--- src/hdl/mcpwm_pkg.sv ---
// ----------------------------------------------------------------------------
// mcpwm_pkg
// Shared types and constants for the multi-channel PWM ramp / H-bridge block.
// ----------------------------------------------------------------------------
package mcpwm_pkg;

    localparam int CHANNEL_COUNT_DEF = 3;
    localparam int CH_W              = 2;
    localparam int DUTY_W            = 8;
    localparam int DIR_W             = 2;
    localparam int CFG_IDX_W         = 2;
    localparam int IN_TDATA_W        = 16;
    localparam int OUT_TDATA_W       = 40;

    localparam logic [DUTY_W-1:0] RAMP_STEP_RST  = 8'd5;
    localparam logic [DUTY_W-1:0] SLEW_LIMIT_RST = 8'd25;
    localparam logic [DUTY_W-1:0] DUTY_MAX_RST   = 8'd255;

    typedef enum logic [CFG_IDX_W-1:0] {
        CFG_RAMP_STEP  = 2'd0,
        CFG_SLEW_LIMIT = 2'd1,
        CFG_DUTY_MAX   = 2'd2
    } t_cfg_idx;

    typedef enum logic [DIR_W-1:0] {
        DIR_STOP     = 2'd0,
        DIR_FWD      = 2'd1,
        DIR_REV      = 2'd2,
        DIR_STOP_ALT = 2'd3
    } t_dir;

    typedef struct packed {
        logic [CH_W-1:0]   channel;
        logic              enable;
        logic [DUTY_W-1:0] requested_duty;
        t_dir              direction;
    } t_item;

    typedef struct packed {
        logic [CH_W-1:0]   out_channel;
        logic [DUTY_W-1:0] limited_target;
        logic [DUTY_W-1:0] ramp_level;
        logic [DUTY_W-1:0] leg_a_duty;
        logic [DUTY_W-1:0] leg_b_duty;
    } t_result;

    typedef struct packed {
        logic    valid;
        t_item   item;
    } t_item_word;

    typedef struct packed {
        logic    valid;
        t_result res;
    } t_result_word;

endpackage

--- src/hdl/mcpwm_in_stage.sv ---
// ----------------------------------------------------------------------------
// mcpwm_in_stage
// Input register: captures one slave-side request word per cycle while ready.
// ----------------------------------------------------------------------------
module mcpwm_in_stage
    import mcpwm_pkg::*;
(
    input  logic                  i_clk,
    input  logic                  i_rst_n,
    input  logic                  s_axis_tvalid,
    output logic                  s_axis_tready,
    input  logic [IN_TDATA_W-1:0] s_axis_tdata,
    input  logic                  i_adv,
    output t_item_word            o_word
);

    logic  r_valid;
    t_item r_item;
    t_item n_item;

    assign s_axis_tready = !r_valid || i_adv;

    always_comb begin
        n_item.channel        = s_axis_tdata[1:0];
        n_item.enable         = s_axis_tdata[2];
        n_item.requested_duty = s_axis_tdata[10:3];
        n_item.direction      = t_dir'(s_axis_tdata[12:11]);
    end

    always_ff @(posedge i_clk) begin
        if (!i_rst_n) begin
            r_valid <= 1'b0;
        end else if (s_axis_tready) begin
            r_valid <= s_axis_tvalid;
        end
    end

    always_ff @(posedge i_clk) begin
        if (s_axis_tready && s_axis_tvalid) begin
            r_item <= n_item;
        end
    end

    assign o_word.valid = r_valid;
    assign o_word.item  = r_item;

endmodule

--- src/hdl/mcpwm_update.sv ---
// ----------------------------------------------------------------------------
// mcpwm_update
// Per-channel target/duty state, config registers and the slew, ramp and
// leg-select logic for one word.
// ----------------------------------------------------------------------------
module mcpwm_update
    import mcpwm_pkg::*;
#(
    parameter int CHANNEL_COUNT = CHANNEL_COUNT_DEF
) (
    input  logic                 i_clk,
    input  logic                 i_rst_n,
    input  logic                 i_cfg_we,
    input  logic [CFG_IDX_W-1:0] i_cfg_idx,
    input  logic [DUTY_W-1:0]    i_cfg_wdata,
    input  t_item_word           i_word,
    input  logic                 i_adv,
    output t_result_word         o_word
);

    localparam int IDX_W = (CHANNEL_COUNT > 1) ? $clog2(CHANNEL_COUNT) : 1;

    logic [DUTY_W-1:0] r_ramp_step;
    logic [DUTY_W-1:0] r_slew_limit;
    logic [DUTY_W-1:0] r_duty_max;

    logic [DUTY_W-1:0] r_target [CHANNEL_COUNT];
    logic [DUTY_W-1:0] r_duty   [CHANNEL_COUNT];

    t_item             item;
    logic              in_range;
    logic [IDX_W-1:0]  idx;
    logic [DUTY_W-1:0] last_tgt;
    logic [DUTY_W-1:0] cur_duty;
    logic [DUTY_W-1:0] diff;
    logic [DUTY_W-1:0] tgt;
    logic [DUTY_W:0]   up_sum;
    logic [DUTY_W-1:0] lvl;
    logic [DUTY_W-1:0] capped;
    logic [DUTY_W-1:0] n_duty;
    logic              fire;

    assign item     = i_word.item;
    assign in_range = 32'(item.channel) < CHANNEL_COUNT;
    assign idx      = IDX_W'(item.channel);
    assign fire     = i_word.valid && i_adv && in_range;

    always_comb begin
        last_tgt = in_range ? r_target[idx] : '0;
        cur_duty = in_range ? r_duty[idx]   : '0;
    end

    // slew limit on the requested duty
    always_comb begin
        if (item.requested_duty > last_tgt) begin
            diff = item.requested_duty - last_tgt;
            tgt  = (diff > r_slew_limit) ? last_tgt + r_slew_limit : item.requested_duty;
        end else begin
            diff = last_tgt - item.requested_duty;
            tgt  = (diff > r_slew_limit) ? last_tgt - r_slew_limit : item.requested_duty;
        end
    end

    // ramp toward the limited target, never past it
    always_comb begin
        up_sum = {1'b0, cur_duty} + {1'b0, r_ramp_step};
        if (cur_duty < tgt) begin
            lvl = (up_sum > {1'b0, tgt}) ? tgt : up_sum[DUTY_W-1:0];
        end else if (cur_duty > tgt) begin
            lvl = ((cur_duty - tgt) <= r_ramp_step) ? tgt : cur_duty - r_ramp_step;
        end else begin
            lvl = cur_duty;
        end
        capped = (lvl > r_duty_max) ? r_duty_max : lvl;
        n_duty = item.enable ? lvl : '0;
    end

    always_comb begin
        o_word.valid              = i_word.valid && in_range;
        o_word.res.out_channel    = item.channel;
        o_word.res.limited_target = item.enable ? tgt : '0;
        o_word.res.ramp_level     = n_duty;
        o_word.res.leg_a_duty     = '0;
        o_word.res.leg_b_duty     = '0;
        if (item.enable) begin
            unique case (item.direction)
                DIR_FWD:      o_word.res.leg_a_duty = capped;
                DIR_REV:      o_word.res.leg_b_duty = capped;
                DIR_STOP,
                DIR_STOP_ALT: ;
                default:      ;
            endcase
        end
    end

    always_ff @(posedge i_clk) begin
        if (!i_rst_n) begin
            r_ramp_step  <= RAMP_STEP_RST;
            r_slew_limit <= SLEW_LIMIT_RST;
            r_duty_max   <= DUTY_MAX_RST;
        end else if (i_cfg_we) begin
            unique case (t_cfg_idx'(i_cfg_idx))
                CFG_RAMP_STEP:  r_ramp_step  <= i_cfg_wdata;
                CFG_SLEW_LIMIT: r_slew_limit <= i_cfg_wdata;
                CFG_DUTY_MAX:   r_duty_max   <= i_cfg_wdata;
                default:        ;
            endcase
        end
    end

    always_ff @(posedge i_clk) begin
        if (!i_rst_n) begin
            for (int i = 0; i < CHANNEL_COUNT; i++) begin
                r_target[i] <= '0;
                r_duty[i]   <= '0;
            end
        end else if (fire) begin
            r_duty[idx] <= n_duty;
            if (item.enable) begin
                r_target[idx] <= tgt;
            end
        end
    end

    a_no_result_out_of_range: assert property (@(posedge i_clk) disable iff (!i_rst_n)
        (i_word.valid && !in_range) |-> !o_word.valid)
        else $error("result raised for channel out of range");

    a_one_leg_only: assert property (@(posedge i_clk) disable iff (!i_rst_n)
        o_word.valid |-> (o_word.res.leg_a_duty == '0 || o_word.res.leg_b_duty == '0))
        else $error("both bridge legs driven");

    a_slew_bounded: assert property (@(posedge i_clk) disable iff (!i_rst_n)
        (o_word.valid && item.enable) |->
            ((tgt >= last_tgt) ? (tgt - last_tgt <= r_slew_limit)
                               : (last_tgt - tgt <= r_slew_limit)))
        else $error("target step exceeds slew limit");

    a_leg_capped: assert property (@(posedge i_clk) disable iff (!i_rst_n)
        o_word.valid |-> (o_word.res.leg_a_duty <= r_duty_max
                          && o_word.res.leg_b_duty <= r_duty_max))
        else $error("leg duty above ceiling");

endmodule

--- src/hdl/mcpwm_out_stage.sv ---
// ----------------------------------------------------------------------------
// mcpwm_out_stage
// Result register toward the master side; sets the advance of the pipeline.
// ----------------------------------------------------------------------------
module mcpwm_out_stage
    import mcpwm_pkg::*;
(
    input  logic                   i_clk,
    input  logic                   i_rst_n,
    input  t_result_word           i_word,
    output logic                   o_adv,
    output logic                   m_axis_tvalid,
    input  logic                   m_axis_tready,
    output logic [OUT_TDATA_W-1:0] m_axis_tdata
);

    logic    r_valid;
    t_result r_res;

    assign o_adv = !r_valid || m_axis_tready;

    always_ff @(posedge i_clk) begin
        if (!i_rst_n) begin
            r_valid <= 1'b0;
        end else if (o_adv) begin
            r_valid <= i_word.valid;
        end
    end

    always_ff @(posedge i_clk) begin
        if (o_adv && i_word.valid) begin
            r_res <= i_word.res;
        end
    end

    assign m_axis_tvalid = r_valid;
    assign m_axis_tdata  = {6'b0, r_res.leg_b_duty, r_res.leg_a_duty, r_res.ramp_level,
                            r_res.limited_target, r_res.out_channel};

endmodule

--- src/hdl/multi_channel_pwm_ramp_h_bridge.sv ---
// ----------------------------------------------------------------------------
// multi_channel_pwm_ramp_h_bridge
// Slew-limited, ramped PWM duty per motor channel, steered to H-bridge legs.
//
//   side    port group   fields (tdata, low bit first)
//   ------  -----------  ---------------------------------------------------
//   in      s_axis       channel[1:0] enable[2] requested_duty[10:3]
//                        direction[12:11], zero fill to 16
//   out     m_axis       out_channel[1:0] limited_target[9:2] ramp_level[17:10]
//                        leg_a_duty[25:18] leg_b_duty[33:26], zero fill to 40
//   config  i_cfg_*      0 ramp_step, 1 slew_limit, 2 duty_max
//
// One word per cycle sustained while m_axis_tready stays high; a result word
// passes the input register, then the result register, with the channel state
// read and written while the word sits in the input register.
// Reset clears all channel state and loads the register defaults.
// A stalled result register holds the input register, which then holds
// s_axis_tready low. Out-of-range channels pass through and give no word.
// ----------------------------------------------------------------------------
module multi_channel_pwm_ramp_h_bridge
    import mcpwm_pkg::*;
#(
    parameter int CHANNEL_COUNT = CHANNEL_COUNT_DEF
) (
    input  logic                   i_clk,
    input  logic                   i_rst_n,
    input  logic                   i_cfg_we,
    input  logic [CFG_IDX_W-1:0]   i_cfg_idx,
    input  logic [DUTY_W-1:0]      i_cfg_wdata,
    input  logic                   s_axis_tvalid,
    output logic                   s_axis_tready,
    // channel, enable, requested_duty, direction
    input  logic [IN_TDATA_W-1:0]  s_axis_tdata,
    output logic                   m_axis_tvalid,
    input  logic                   m_axis_tready,
    // out_channel, limited_target, ramp_level, leg_a_duty, leg_b_duty
    output logic [OUT_TDATA_W-1:0] m_axis_tdata
);

    t_item_word   in_word;
    t_result_word res_word;
    logic         adv;

    mcpwm_in_stage u_in (
        .i_clk         (i_clk),
        .i_rst_n       (i_rst_n),
        .s_axis_tvalid (s_axis_tvalid),
        .s_axis_tready (s_axis_tready),
        .s_axis_tdata  (s_axis_tdata),
        .i_adv         (adv),
        .o_word        (in_word)
    );

    mcpwm_update #(
        .CHANNEL_COUNT (CHANNEL_COUNT)
    ) u_update (
        .i_clk       (i_clk),
        .i_rst_n     (i_rst_n),
        .i_cfg_we    (i_cfg_we),
        .i_cfg_idx   (i_cfg_idx),
        .i_cfg_wdata (i_cfg_wdata),
        .i_word      (in_word),
        .i_adv       (adv),
        .o_word      (res_word)
    );

    mcpwm_out_stage u_out (
        .i_clk         (i_clk),
        .i_rst_n       (i_rst_n),
        .i_word        (res_word),
        .o_adv         (adv),
        .m_axis_tvalid (m_axis_tvalid),
        .m_axis_tready (m_axis_tready),
        .m_axis_tdata  (m_axis_tdata)
    );

endmodule

--- config.mk ---
export PLATFORM = sky130hd
export DESIGN_NAME = multi_channel_pwm_ramp_h_bridge
export DESIGN_NICKNAME = d
export VERILOG_FILES = /design/src/hdl/mcpwm_pkg.sv /design/src/hdl/mcpwm_in_stage.sv /design/src/hdl/mcpwm_update.sv /design/src/hdl/mcpwm_out_stage.sv /design/src/hdl/multi_channel_pwm_ramp_h_bridge.sv
export SDC_FILE = /design/constraint.sdc
export NUM_CORES = 1
export LEC_CHECK = 0
export BUFFER_PORTS_ARGS = -buffer_cell sky130_fd_sc_hd__buf_2
export CORE_UTILIZATION = 30
export DETAILED_ROUTE_END_ITERATION = 8
export MAX_ROUTING_LAYER = met4
export PLACE_DENSITY = 0.45
export SYNTH_ARGS = -nofsm -noshare
export SYNTH_HDL_FRONTEND = slang
export SYNTH_SLANG_ARGS = --single-unit
--- constraint.sdc ---
create_clock -name i_clk -period 9.05 [get_ports i_clk]
set_input_delay 1.81 -clock i_clk [delete_from_list [all_inputs] [get_ports i_clk]]
set_output_delay 1.81 -clock i_clk [all_outputs]
set_load 0.05 [all_outputs]
==> reports/metrics.cfg <==
[clocking]
cts_root_buffer = clkbuf_16
numClockSinks = 139
clkTransAtPathRegs_ns = 0.08
insertion_delay_ns = 0.44
cts_tree = done
hold_buffers = 0
cts_buffer_depth = 2
cts-htree-levels = 4
cts_buffers = 17

[setup_path]
start_kind = flop
arrival_ns = 8.77
crit_type = reg2reg
r2r_end = u_out.m_axis_tdata[19]
cp_max_fo = 6
crit_path_end_kind = flop
cp_common_cell = ha_1
ff2ff_path_depth = 46
r2r_slack_ns = 0.47
path_delay_family = compound AO/OA/AOI/OAI gates
critical_path_buf_inv_count = 7
crit_slowest_cell = fa_1
cpPeakStageDelay_ns = 0.40
crit_required_ns = 9.23

[timing]
skew_ns = 0.0250
slew_headroom = 0.305
setup_violations = 0
slew_violations = 0
fmax_ghz = 0.116
fin_tns_setup_ns = 0
hold_viol = 0
min_period_ns = 8.58
whs_ns = 0.529
post-route-period-util = 0.949
worst_slack_ns = 0.465
tightestPinTransition_ns = 1.04

[hold_path]
hold_depth = 2
min_to = u_update.r_slew_limit[7]
min_path_type = reg2reg
min_from = u_update.r_slew_limit[7]

[yosys]
synthArstFlopShare = 0
synthCells = 911
synth_cell_types = 79
synth_top_area_frac = 0.358
synth_area_mm2 = 0.00932
synth_seq_area_share = 0.418
synthTopCellsByArea = edfxtp_1, ha_1, dfxtp_1
yosys_most_used_dff = edfxtp_1
avgSynthCellArea_um2 = 10.2
yosysTopAreaCell = edfxtp_1
yosysWarningCount = 0
synth_edf_count = 111
synth-seq-cells = 139

[global_routing]
grt_overflow = 0
met3_usage = 0.0277
grt_usage = 0.184
grt_pass1_vias = 7252
grt_max_degree = 36
grtUsageMet2 = 0.308
use_met1 = 0.231
grt_busiest_layer = met2
antenna_found_initial = 1
grt_pass1_wl_um = 41900

[placement]
hpwl_um = 21200
place_congestion = 0.871
portBuffers = 63
place_ws_ns = -0.222
place_inst = 1468

[die]
dieWidth_um = 178
initial_core_util = 0.305
die_area_mm2 = 0.0318
row_count = 64
die_y_um = 178
num_io_pins = 73
core_mm2 = 0.0306

[power_and_ir_drop]
pwr-share-clk = 0.172
irDropWorstVdd_uv = 202
swShare = 0.449
p_int_mw = 2.32
finalPower_mw = 4.22
p_leak_nw = 5.10
p_sw_mw = 1.90
powerDensity_mw_per_mm2 = 356
comb_power_share = 0.630
pwr-share-seq = 0.198

[drt]
route.detailed.drc = 0
wl_um = 27300
dr.pass1.iters = 5
vias = 7270
detail_route.iter0.violations = 317
wl_per_cell_um = 18.1
drt-vias-per-instance = 4.82
ant_nets = 0

[finish]
final_cells = 1508
layout_common_cells = buf_4, edfxtp_1, ha_1
drive_gt1_frac = 0.276
fin_nets = 1231
syn_to_final_growth_pct = 27.0
final_common_cell = buf_4

[outcome]
outcome = completed

[run]
maxCapViolCount = 0

==> kinds of logic (layout without fill, tap and decap cells) <==
family,after synthesis,count (layout),share of synthesized area
compound gates,209,209,0.164
xor+xnor,33,33,0.0310
fa+ha+maj,102,102,0.143
buf+inv,119,298,0.0527
flops,139,139,0.418
mux,37,37,0.0538
other cells,1,23,0.000402
simple gates,271,271,0.138
==> routing by layer <==
layer	vias up	share of wire
met5	-	0
met3	21	0.022
met2	108	0.49
met1	3481	0.47
li1	3660	-
met4	0	0.013
==> state kept, by name, summed over array words and instances (netlist names), named ones only <==
register	count
u_update.r_duty_max	8
u_update.r_duty	32
u_update.r_slew_limit	8
u_in.o_word	13
u_update.r_ramp_step	8
u_out.m_axis_tvalid	1
u_out.m_axis_tdata	34
u_update.r_target	32
u_in.r_valid	1
==> through the flow <==
| stage | util | instance area [um^2] |
|---|---|---|
| floorplan | - | 9410 |
| global placement | 0.356 | 10900 |
| detailed placement | 0.356 | 10900 |
| CTS | 0.378 | 11600 |
| global route | 0.387 | 11800 |
| finish | 0.387 | 11800 |
==> power by group through the flow <==
| stage | Clock, mW | Combinational (mW) | Sequential (mW) |
|---|---|---|---|
| after floorplan | 0 | 1.41 | 0.902 |
| after global placement | 0 | 2.47 | 0.849 |
| after detailed placement | 0 | 2.47 | 0.849 |
| after CTS | 0.739 | 2.51 | 0.836 |
| after global routing | 0.763 | 2.91 | 0.842 |
| final | 0.726 | 2.66 | 0.835 |
==> worst register-to-register path: cells and delay by family (launching register included) <==
family | cells | cell delay [ns]
xor gates and xnor gates | 2 | 0.23
buffers and inverters | 7 | 0.89
and+or+nand+nor | 9 | 1.50
DFF | 1 | 0.36
adders and majority gates | 6 | 1.69
AOI/OAI and AO/OA | 21 | 3.32
muxes | 1 | 0.33
==> layout make-up <==
class / count / area (um^2)
multi-input combinational: 674 / 5300
clock inverter: 15 / 186
fill: 3050 / 18700
sequential: 139 / 3890
inverter: 85 / 319
antenna: 1 / 2.50
clock buffer: 17 / 425
tap: 396 / 495
timing repair buffer: 181 / 1220
==> worst max-delay path by stage <==
stage / endpoint / slack, ns / depth (start not counted)
3_3_place_gp: u_out.m_axis_tdata[26] / -0.20 / 48
6_report: u_out.m_axis_tdata[19] / 0.47 / 46
5_1_grt: u_out.m_axis_tdata[33] / -0.05 / 49
3_5_place_dp: u_out.m_axis_tdata[33] / -0.22 / 47
4_1_cts: u_out.m_axis_tdata[33] / 0.01 / 49
2_1_floorplan: u_out.m_axis_tdata[33] / 0.07 / 48
==> cells in the mapped netlist (3+ instances only) <==
cell type / count
mux2_2: 11
fa_1: 7
o32ai_1: 6
nor4_1: 3
mux2i_1: 16
nand3b_1: 4
a211oi_1: 10
a21o_1: 15
o22ai_1: 9
xor2_1: 12
clkbuf_1: 20
buf_4: 7
o21a_1: 7
o2111ai_1: 3
o211ai_1: 23
or2_2: 5
o21ai_0: 29
o41ai_1: 4
nor3b_1: 3
nor3_1: 20
xnor2_1: 21
and2_1: 8
a31oi_1: 4
nor2_1: 90
ha_1: 95
o31ai_1: 4
mux4_2: 9
inv_1: 84
nand2_1: 67
edfxtp_1: 111
buf_2: 3
a21oi_1: 51
o21bai_1: 6
nand3_1: 13
nand2b_1: 11
dfxtp_1: 28
o311ai_2: 3
nand4_1: 12
nor2b_1: 25
==> repair_timing <==
| action | CTS | global route |
|---|---|---|
| endpoints found under the setup margin | 16 | 16 |
| pin swaps | 1 | 28 |
| resized for setup | 11 | 53 |
| setup buffers | 2 | 5 |
Power figures use the tool's default switching activity.
